$ cat config.mk
export PLATFORM = sky130hd
export DESIGN_NAME = map_token_height_color_parser_unit
export DESIGN_NICKNAME = d
export VERILOG_FILES = /design/src/sv/mthcp_pkg.sv /design/src/sv/map_token_height_color_parser_unit.sv /design/src/sv/mthcp_in_reg.sv /design/src/sv/mthcp_parser.sv
export SDC_FILE = /design/constraint.sdc
export NUM_CORES = 1
export LEC_CHECK = 0
export BUFFER_PORTS_ARGS = -buffer_cell sky130_fd_sc_hd__buf_2
export CORE_UTILIZATION = 60
export DETAILED_ROUTE_END_ITERATION = 10
export HOLD_SLACK_MARGIN = 0.02
export PLACE_DENSITY = 0.87
export SLEW_MARGIN = 30
export SYNTH_ARGS = -nofsm -noshare
export SYNTH_HDL_FRONTEND = slang
export SYNTH_HIERARCHICAL = 1
export SYNTH_SLANG_ARGS = --single-unit
$ cat constraint.sdc
create_clock -name clk -period 7.7 [get_ports clk]
set_input_delay 0.77 -clock clk [delete_from_list [all_inputs] [get_ports clk]]
set_output_delay 0.77 -clock clk [all_outputs]
set_load 0.02 [all_outputs]
$ cat src/sv/mthcp_pkg.sv
// Package for the map token height/colour parser.
// Holds the transfer payload types, the parse phase codes and character helpers.
// No dependencies.
package mthcp_pkg;

  // Width of the parse phase register.
  localparam int unsigned PHASE_W = 3;

  // Parse phase codes.
  localparam logic [PHASE_W-1:0] PH_SPACE      = 3'd0;
  localparam logic [PHASE_W-1:0] PH_DEC        = 3'd1;
  localparam logic [PHASE_W-1:0] PH_COMMA      = 3'd2;
  localparam logic [PHASE_W-1:0] PH_ZERO       = 3'd3;
  localparam logic [PHASE_W-1:0] PH_HEX        = 3'd4;
  localparam logic [PHASE_W-1:0] PH_HEX_DIGITS = 3'd5;

  // Character codes that steer the parse.
  localparam logic [7:0] CH_SPACE = 8'd32;
  localparam logic [7:0] CH_TAB   = 8'd9;
  localparam logic [7:0] CH_CR    = 8'd13;
  localparam logic [7:0] CH_PLUS  = 8'd43;
  localparam logic [7:0] CH_COMMA = 8'd44;
  localparam logic [7:0] CH_MINUS = 8'd45;
  localparam logic [7:0] CH_ZERO  = 8'd48;
  localparam logic [7:0] CH_NINE  = 8'd57;
  localparam logic [7:0] CH_UPPER_A = 8'd65;
  localparam logic [7:0] CH_UPPER_F = 8'd70;
  localparam logic [7:0] CH_LOWER_A = 8'd97;
  localparam logic [7:0] CH_LOWER_F = 8'd102;
  localparam logic [7:0] CH_X     = 8'd120;

  // One character of a token.
  typedef struct packed {
    logic [7:0] char_code;
    logic       last_char;
  } char_t;

  // One parsed token.
  typedef struct packed {
    logic signed [31:0] height;
    logic [31:0]        color;
    logic               has_color;
    logic               bad_token;
  } result_t;

  // Hex digit decode: valid flag in the top bit, value in the low four bits.
  typedef struct packed {
    logic       valid;
    logic [3:0] value;
  } hex_digit_t;

  // True for space, tab, LF, VT, FF and CR.
  function automatic logic is_space(input logic [7:0] c);
    return (c == CH_SPACE) || (c >= CH_TAB && c <= CH_CR);
  endfunction

  // True for a decimal digit.
  function automatic logic is_dec(input logic [7:0] c);
    return (c >= CH_ZERO) && (c <= CH_NINE);
  endfunction

  // Decodes a hex digit of either case.
  function automatic hex_digit_t hex_value(input logic [7:0] c);
    hex_digit_t h;
    logic [7:0] d;
    h = '0;
    d = '0;
    if (c >= CH_ZERO && c <= CH_NINE) begin
      d = c - CH_ZERO;
      h.valid = 1'b1;
    end else if (c >= CH_UPPER_A && c <= CH_UPPER_F) begin
      d = c - CH_UPPER_A + 8'd10;
      h.valid = 1'b1;
    end else if (c >= CH_LOWER_A && c <= CH_LOWER_F) begin
      d = c - CH_LOWER_A + 8'd10;
      h.valid = 1'b1;
    end
    h.value = d[3:0];
    return h;
  endfunction

endpackage

$ cat src/sv/map_token_height_color_parser_unit.sv
// Map token height/colour parser, top level.
// Path: a final character passes the input register, then loads the result register.
// Throughput: one character per cycle unless stalled; parse state updates once per character.
// Reset (synchronous, active high) empties both registers and returns the parse to whitespace.
// A full result register that is stalled holds back only a final character.
module map_token_height_color_parser_unit (
  input  logic                clk,
  input  logic                rst,
  input  logic                char_valid,
  output logic                char_stall,
  input  mthcp_pkg::char_t    char_data,
  output logic                result_valid,
  input  logic                result_stall,
  output mthcp_pkg::result_t  result_data
);

  logic                held_valid;
  mthcp_pkg::char_t    held_data;
  logic                take;
  mthcp_pkg::result_t  result;

  // A character moves on unless it is final and the result register cannot load.
  assign take = held_valid && (!held_data.last_char || !result_valid || !result_stall);

  mthcp_in_reg u_in_reg (
    .clk        (clk),
    .rst        (rst),
    .char_valid (char_valid),
    .char_stall (char_stall),
    .char_data  (char_data),
    .take       (take),
    .held_valid (held_valid),
    .held_data  (held_data)
  );

  mthcp_parser u_parser (
    .clk       (clk),
    .rst       (rst),
    .take      (take),
    .held_data (held_data),
    .result    (result)
  );

  // Result register valid flag.
  always_ff @(posedge clk) begin
    if (rst) begin
      result_valid <= 1'b0;
    end else if (take && held_data.last_char) begin
      result_valid <= 1'b1;
    end else if (!result_stall) begin
      result_valid <= 1'b0;
    end
  end

  // Result register payload.
  always_ff @(posedge clk) begin
    if (take && held_data.last_char) begin
      result_data <= result;
    end
  end

endmodule

$ cat src/sv/mthcp_in_reg.sv
// Input register of the map token parser.
// Captures one character transfer and holds it until the parser takes it.
// Depends on mthcp_pkg.
module mthcp_in_reg (
  input  logic               clk,
  input  logic               rst,
  input  logic               char_valid,
  output logic               char_stall,
  input  mthcp_pkg::char_t   char_data,
  input  logic               take,
  output logic               held_valid,
  output mthcp_pkg::char_t   held_data
);

  // The register may load when it is empty or its character leaves this cycle.
  assign char_stall = held_valid && !take;

  // Valid flag: cleared by reset.
  always_ff @(posedge clk) begin
    if (rst) begin
      held_valid <= 1'b0;
    end else if (!char_stall) begin
      held_valid <= char_valid;
    end
  end

  // Payload: no reset needed.
  always_ff @(posedge clk) begin
    if (!char_stall && char_valid) begin
      held_data <= char_data;
    end
  end

endmodule

$ cat src/sv/mthcp_parser.sv
// Parse state and per-character update of the map token parser.
// Advances the phase and accumulators by one character and forms the token result.
// Depends on mthcp_pkg.
module mthcp_parser (
  input  logic                clk,
  input  logic                rst,
  input  logic                take,
  input  mthcp_pkg::char_t    held_data,
  output mthcp_pkg::result_t  result
);

  logic [mthcp_pkg::PHASE_W-1:0] parse_phase, parse_phase_next;
  logic                          negative, negative_next;
  logic [31:0]                   dec_accum, dec_accum_next;
  logic [31:0]                   hex_accum, hex_accum_next;
  logic                          error_seen, error_seen_next;

  logic [7:0]             c;
  logic [31:0]            dec_times_ten;
  logic [31:0]            digit;
  mthcp_pkg::hex_digit_t  hex;
  logic                   bad;
  logic                   col;

  assign c = held_data.char_code;

  // The height accumulates with its sign already applied, so no negation is needed at the end.
  assign dec_times_ten = {dec_accum[28:0], 3'b000} + {dec_accum[30:0], 1'b0};
  assign digit         = {24'd0, c - mthcp_pkg::CH_ZERO};
  assign hex           = mthcp_pkg::hex_value(c);

  // One character step of the parse.
  always_comb begin
    parse_phase_next = parse_phase;
    negative_next    = negative;
    dec_accum_next   = dec_accum;
    hex_accum_next   = hex_accum;
    error_seen_next  = error_seen;
    if (!error_seen) begin
      unique case (parse_phase)
        mthcp_pkg::PH_SPACE, mthcp_pkg::PH_DEC: begin
          if (parse_phase == mthcp_pkg::PH_SPACE && mthcp_pkg::is_space(c)) begin
            parse_phase_next = mthcp_pkg::PH_SPACE;
          end else if (parse_phase == mthcp_pkg::PH_SPACE &&
                       (c == mthcp_pkg::CH_PLUS || c == mthcp_pkg::CH_MINUS)) begin
            negative_next    = (c == mthcp_pkg::CH_MINUS);
            parse_phase_next = mthcp_pkg::PH_DEC;
          end else if (c == mthcp_pkg::CH_COMMA) begin
            parse_phase_next = mthcp_pkg::PH_COMMA;
          end else if (mthcp_pkg::is_dec(c)) begin
            parse_phase_next = mthcp_pkg::PH_DEC;
            dec_accum_next   = negative ? (dec_times_ten - digit) : (dec_times_ten + digit);
          end else begin
            parse_phase_next = mthcp_pkg::PH_DEC;
            error_seen_next  = 1'b1;
          end
        end
        mthcp_pkg::PH_COMMA: begin
          if (c == mthcp_pkg::CH_ZERO) begin
            parse_phase_next = mthcp_pkg::PH_ZERO;
          end else begin
            error_seen_next = 1'b1;
          end
        end
        mthcp_pkg::PH_ZERO: begin
          if (c == mthcp_pkg::CH_X) begin
            parse_phase_next = mthcp_pkg::PH_HEX;
          end else begin
            error_seen_next = 1'b1;
          end
        end
        mthcp_pkg::PH_HEX, mthcp_pkg::PH_HEX_DIGITS: begin
          if (hex.valid) begin
            hex_accum_next   = {hex_accum[27:0], hex.value};
            parse_phase_next = mthcp_pkg::PH_HEX_DIGITS;
          end else begin
            error_seen_next = 1'b1;
          end
        end
        default: begin
          error_seen_next = 1'b1;
        end
      endcase
    end
  end

  // Token result, meaningful on the final character.
  always_comb begin
    bad = error_seen_next || parse_phase_next == mthcp_pkg::PH_COMMA ||
          parse_phase_next == mthcp_pkg::PH_ZERO || parse_phase_next == mthcp_pkg::PH_HEX;
    col = !bad && (parse_phase_next == mthcp_pkg::PH_HEX_DIGITS);
    result.height    = bad ? 32'sd0 : $signed(dec_accum_next);
    result.color     = col ? hex_accum_next : 32'd0;
    result.has_color = col;
    result.bad_token = bad;
  end

  // State registers: cleared by reset and after every final character.
  always_ff @(posedge clk) begin
    if (rst || (take && held_data.last_char)) begin
      parse_phase <= mthcp_pkg::PH_SPACE;
      negative    <= 1'b0;
      dec_accum   <= '0;
      hex_accum   <= '0;
      error_seen  <= 1'b0;
    end else if (take) begin
      parse_phase <= parse_phase_next;
      negative    <= negative_next;
      dec_accum   <= dec_accum_next;
      hex_accum   <= hex_accum_next;
      error_seen  <= error_seen_next;
    end
  end

endmodule

==> impl_metrics.ini <==
[outcome]
status = completed

[sta]
period_needed_ns = 4.10
finalCritPeriodShare = 0.532
fmax_mhz = 244
fin_skew_ns = 0.0198
tightestPinTransition_ns = 0.993
finalMaxSlewViolations = 0
max-slew-margin-rel = 0.328
grt_setup_unrepaired = false
holdWs_ns = 0.454
hold_viol = 0
setup_violations = 0
final.setup.tns_ns = 0

[detailed_routing]
vias_per_cell = 6.31
routedWlPerCell_um = 17.6
drtIter0Drc = 873
remaining_drc_errors = 0
ant_nets = 0
drt_pass1_iterations = 8
vias = 8114
wl_um = 22700

[min_path]
hold_path.class = reg2reg

[clock_tree]
cts.reportedPaths.clkPinSlew_ns = 0.07
htreeDepth = 4
ctsHoldBuffers = 0
cts_max_path_buffers = 2
numCtsBuffers = 17
insertion_delay_ns = 0.43
cts_setup_buffers = 0
cts.sinks = 142
cts_tree = built
cts_resized = 0
cts_root_buf = clkbuf_16

[yosys]
synth_cells = 1034
synth_common_cells = 126 x nand2_1, 102 x a21oi_1, 85 x nor2_1
syn-num-nets = 1101
synth_seq_cells = 142
synth_area_per_cell_um2 = 8.98
synthTopCellsByArea = edfxtp_1 24%, dfxtp_1 14%, ha_1 6.9%
ys_types = 96
yosysSeqAreaShare = 0.387
synth-edff-count = 75
yosysMostFrequentCell = nand2_1
yosysTopAreaCellShare = 0.243
async_flop_share = 0
syn-cell-area_um2 = 9280
synth_top_area_cell = edfxtp_1
yosys_most_used_dff = edfxtp_1
ys_warn_count = 6

[floorplan]
io_pins = 81
coreArea_um2 = 15100
die_w_um = 126
num_rows = 45
die_h_um = 126
start_util = 0.613
die_area_um2 = 16000

[worst_setup_path]
worstPathRequired_ns = 8.04
startpoint = u_in_reg/held_data[2]$_DFFE_PP_
worstReg2RegEnd = u_parser/dec_accum[30]$_SDFFE_PP0P_
cp_data_arrival_time_ns = 4.44
cp-end-kind = flip-flop
path_class = reg2reg
reg2reg_from = u_in_reg/held_data[2]$_DFFE_PP_
rr_worst_depth = 14
crit_path_end = u_parser/dec_accum[30]$_SDFFE_PP0P_
crit_path_max_fanout = 29
startpoint_type = flip-flop
r2r_slack_ns = 3.60

[final_layout]
drive_gt1_frac = 0.160
fin_area_um2 = 10400
instances_no_fill = 1286
synthToLayoutAreaGrowth_pct = 11.8
diodes = 0
final_nets = 1152
final_util = 0.685

[global_route]
overflow = 0
grt_max_degree = 67
first_global_vias = 7514
grt_first_pass_wirelength_um = 36900
grt_antenna_before_repair = 0
grt_usage = 0.292

[placed_design]
dp_cells = 1254
dpl_cell_area_um2 = 9750
port_buffers = 80
hpwl_um = 15600
gp_congestion = 0.961

[pwr]
vdd_drop_max_mv = 0.148
leakagePower_nw = 3.87
power_density_nw_per_um2 = 182

[job]
max-cap-violations = 0
## metrics by stage
stage	setup slack [ns]	power (mW)
floorplan	3.19	1.01
global placement	3.41	1.06
detailed placement	3.26	1.07
CTS	3.22	1.89
global route	3.21	1.95
finish	3.60	1.88
## cell usage in the layout, fill, tap and decap left out, types with 31 or more instances in the layout
master / netlist / layout
nand3_1: 31 / 31
nor2_1: 85 / 85
ha_1: 51 / 51
and2_1: 36 / 35
o21ai_0: 36 / 36
edfxtp_1: 75 / 75
nand2_1: 126 / 126
buf_2: 13 / 80
dfxtp_1: 67 / 67
a21oi_1: 102 / 101
## critical path, cell delays in order, from the launching register on
cell and delay (ns):
edfxtp_1 0.54, inv_1 0.18, ha_1 0.29, nand2b_1 0.17
a21oi_1 0.14, o31ai_1 0.15, a2111oi_1 0.82, and3b_1 0.26
buf_4 0.36, and2_1 0.18, buf_4 0.29, nand2_1 0.20
nor2_1 0.14, o311ai_0 0.14, o211ai_1 0.13
## layer usage
layer | GRT usage | routed length [um] | part of all wire | up-vias
li1 | - | - | - | 3879
met1 | 0.368 | 9750 | 0.43 | 3815
met5 | 0 | 0 | 0 | -
met3 | 0.0477 | 1330 | 0.058 | 66
met4 | 0.147 | 787 | 0.035 | 0
met2 | 0.488 | 10800 | 0.48 | 354
## area by class of cell
type | instances | area (um^2)
Fill cell | 1112 | 4770
Clock buffer | 17 | 425
Multi-Input combinational cell | 807 | 5360
Tap cell | 188 | 235
Timing Repair Buffer | 88 | 460
Inverter | 29 | 109
Clock inverter | 15 | 194
Sequential cell | 142 | 3590
## where the power goes
part | leakage, nW | internal (mW) | switching, mW
Clock | 0.299 | 0.442 | 0.383
Combinational | 2.31 | 0.0754 | 0.151
Sequential | 1.26 | 0.815 | 0.0175
## worst min-delay path by stage
stage | startpoint | to | slack [ns] | cells past startpoint
finish | u_parser/hex_accum[10]$_SDFFE_PP0P_ | u_parser/hex_accum[14]$_SDFFE_PP0P_ | 0.45 | 2
floorplan | u_parser/hex_accum[24]$_SDFFE_PP0P_ | u_parser/hex_accum[24]$_SDFFE_PP0P_ | 0.43 | 2
detailed placement | u_parser/hex_accum[25]$_SDFFE_PP0P_ | u_parser/hex_accum[25]$_SDFFE_PP0P_ | 0.45 | 2
global route | u_parser/hex_accum[10]$_SDFFE_PP0P_ | u_parser/hex_accum[10]$_SDFFE_PP0P_ | 0.49 | 2
CTS | u_parser/hex_accum[10]$_SDFFE_PP0P_ | u_parser/hex_accum[14]$_SDFFE_PP0P_ | 0.46 | 2
global placement | u_parser/hex_accum[24]$_SDFFE_PP0P_ | u_parser/hex_accum[24]$_SDFFE_PP0P_ | 0.44 | 2
## flip-flops by register name, indices dropped and copies added (netlist names)
| name | cells |
|---|---|
| u_parser/parse_phase | 3 |
| u_parser/dec_accum | 32 |
| result_data | 66 |
| u_in_reg/held_valid | 1 |
| result_valid | 1 |
| u_parser/error_seen | 1 |
| u_parser/hex_accum | 28 |
| u_in_reg/held_data | 9 |
| u_parser/negative | 1 |
## kinds of logic after synthesis
family,count (synthesis),share of synthesized area
AND/OR/NAND/NOR,402,0.222
buffers and inverters,85,0.0394
adder cells (fa/ha/maj),54,0.0752
AO/OA/AOI/OAI,290,0.210
multiplexers,15,0.0163
flip-flops,142,0.387
XOR/XNOR,46,0.0499
No activity file was read; power rests on OpenSTA's default activity.
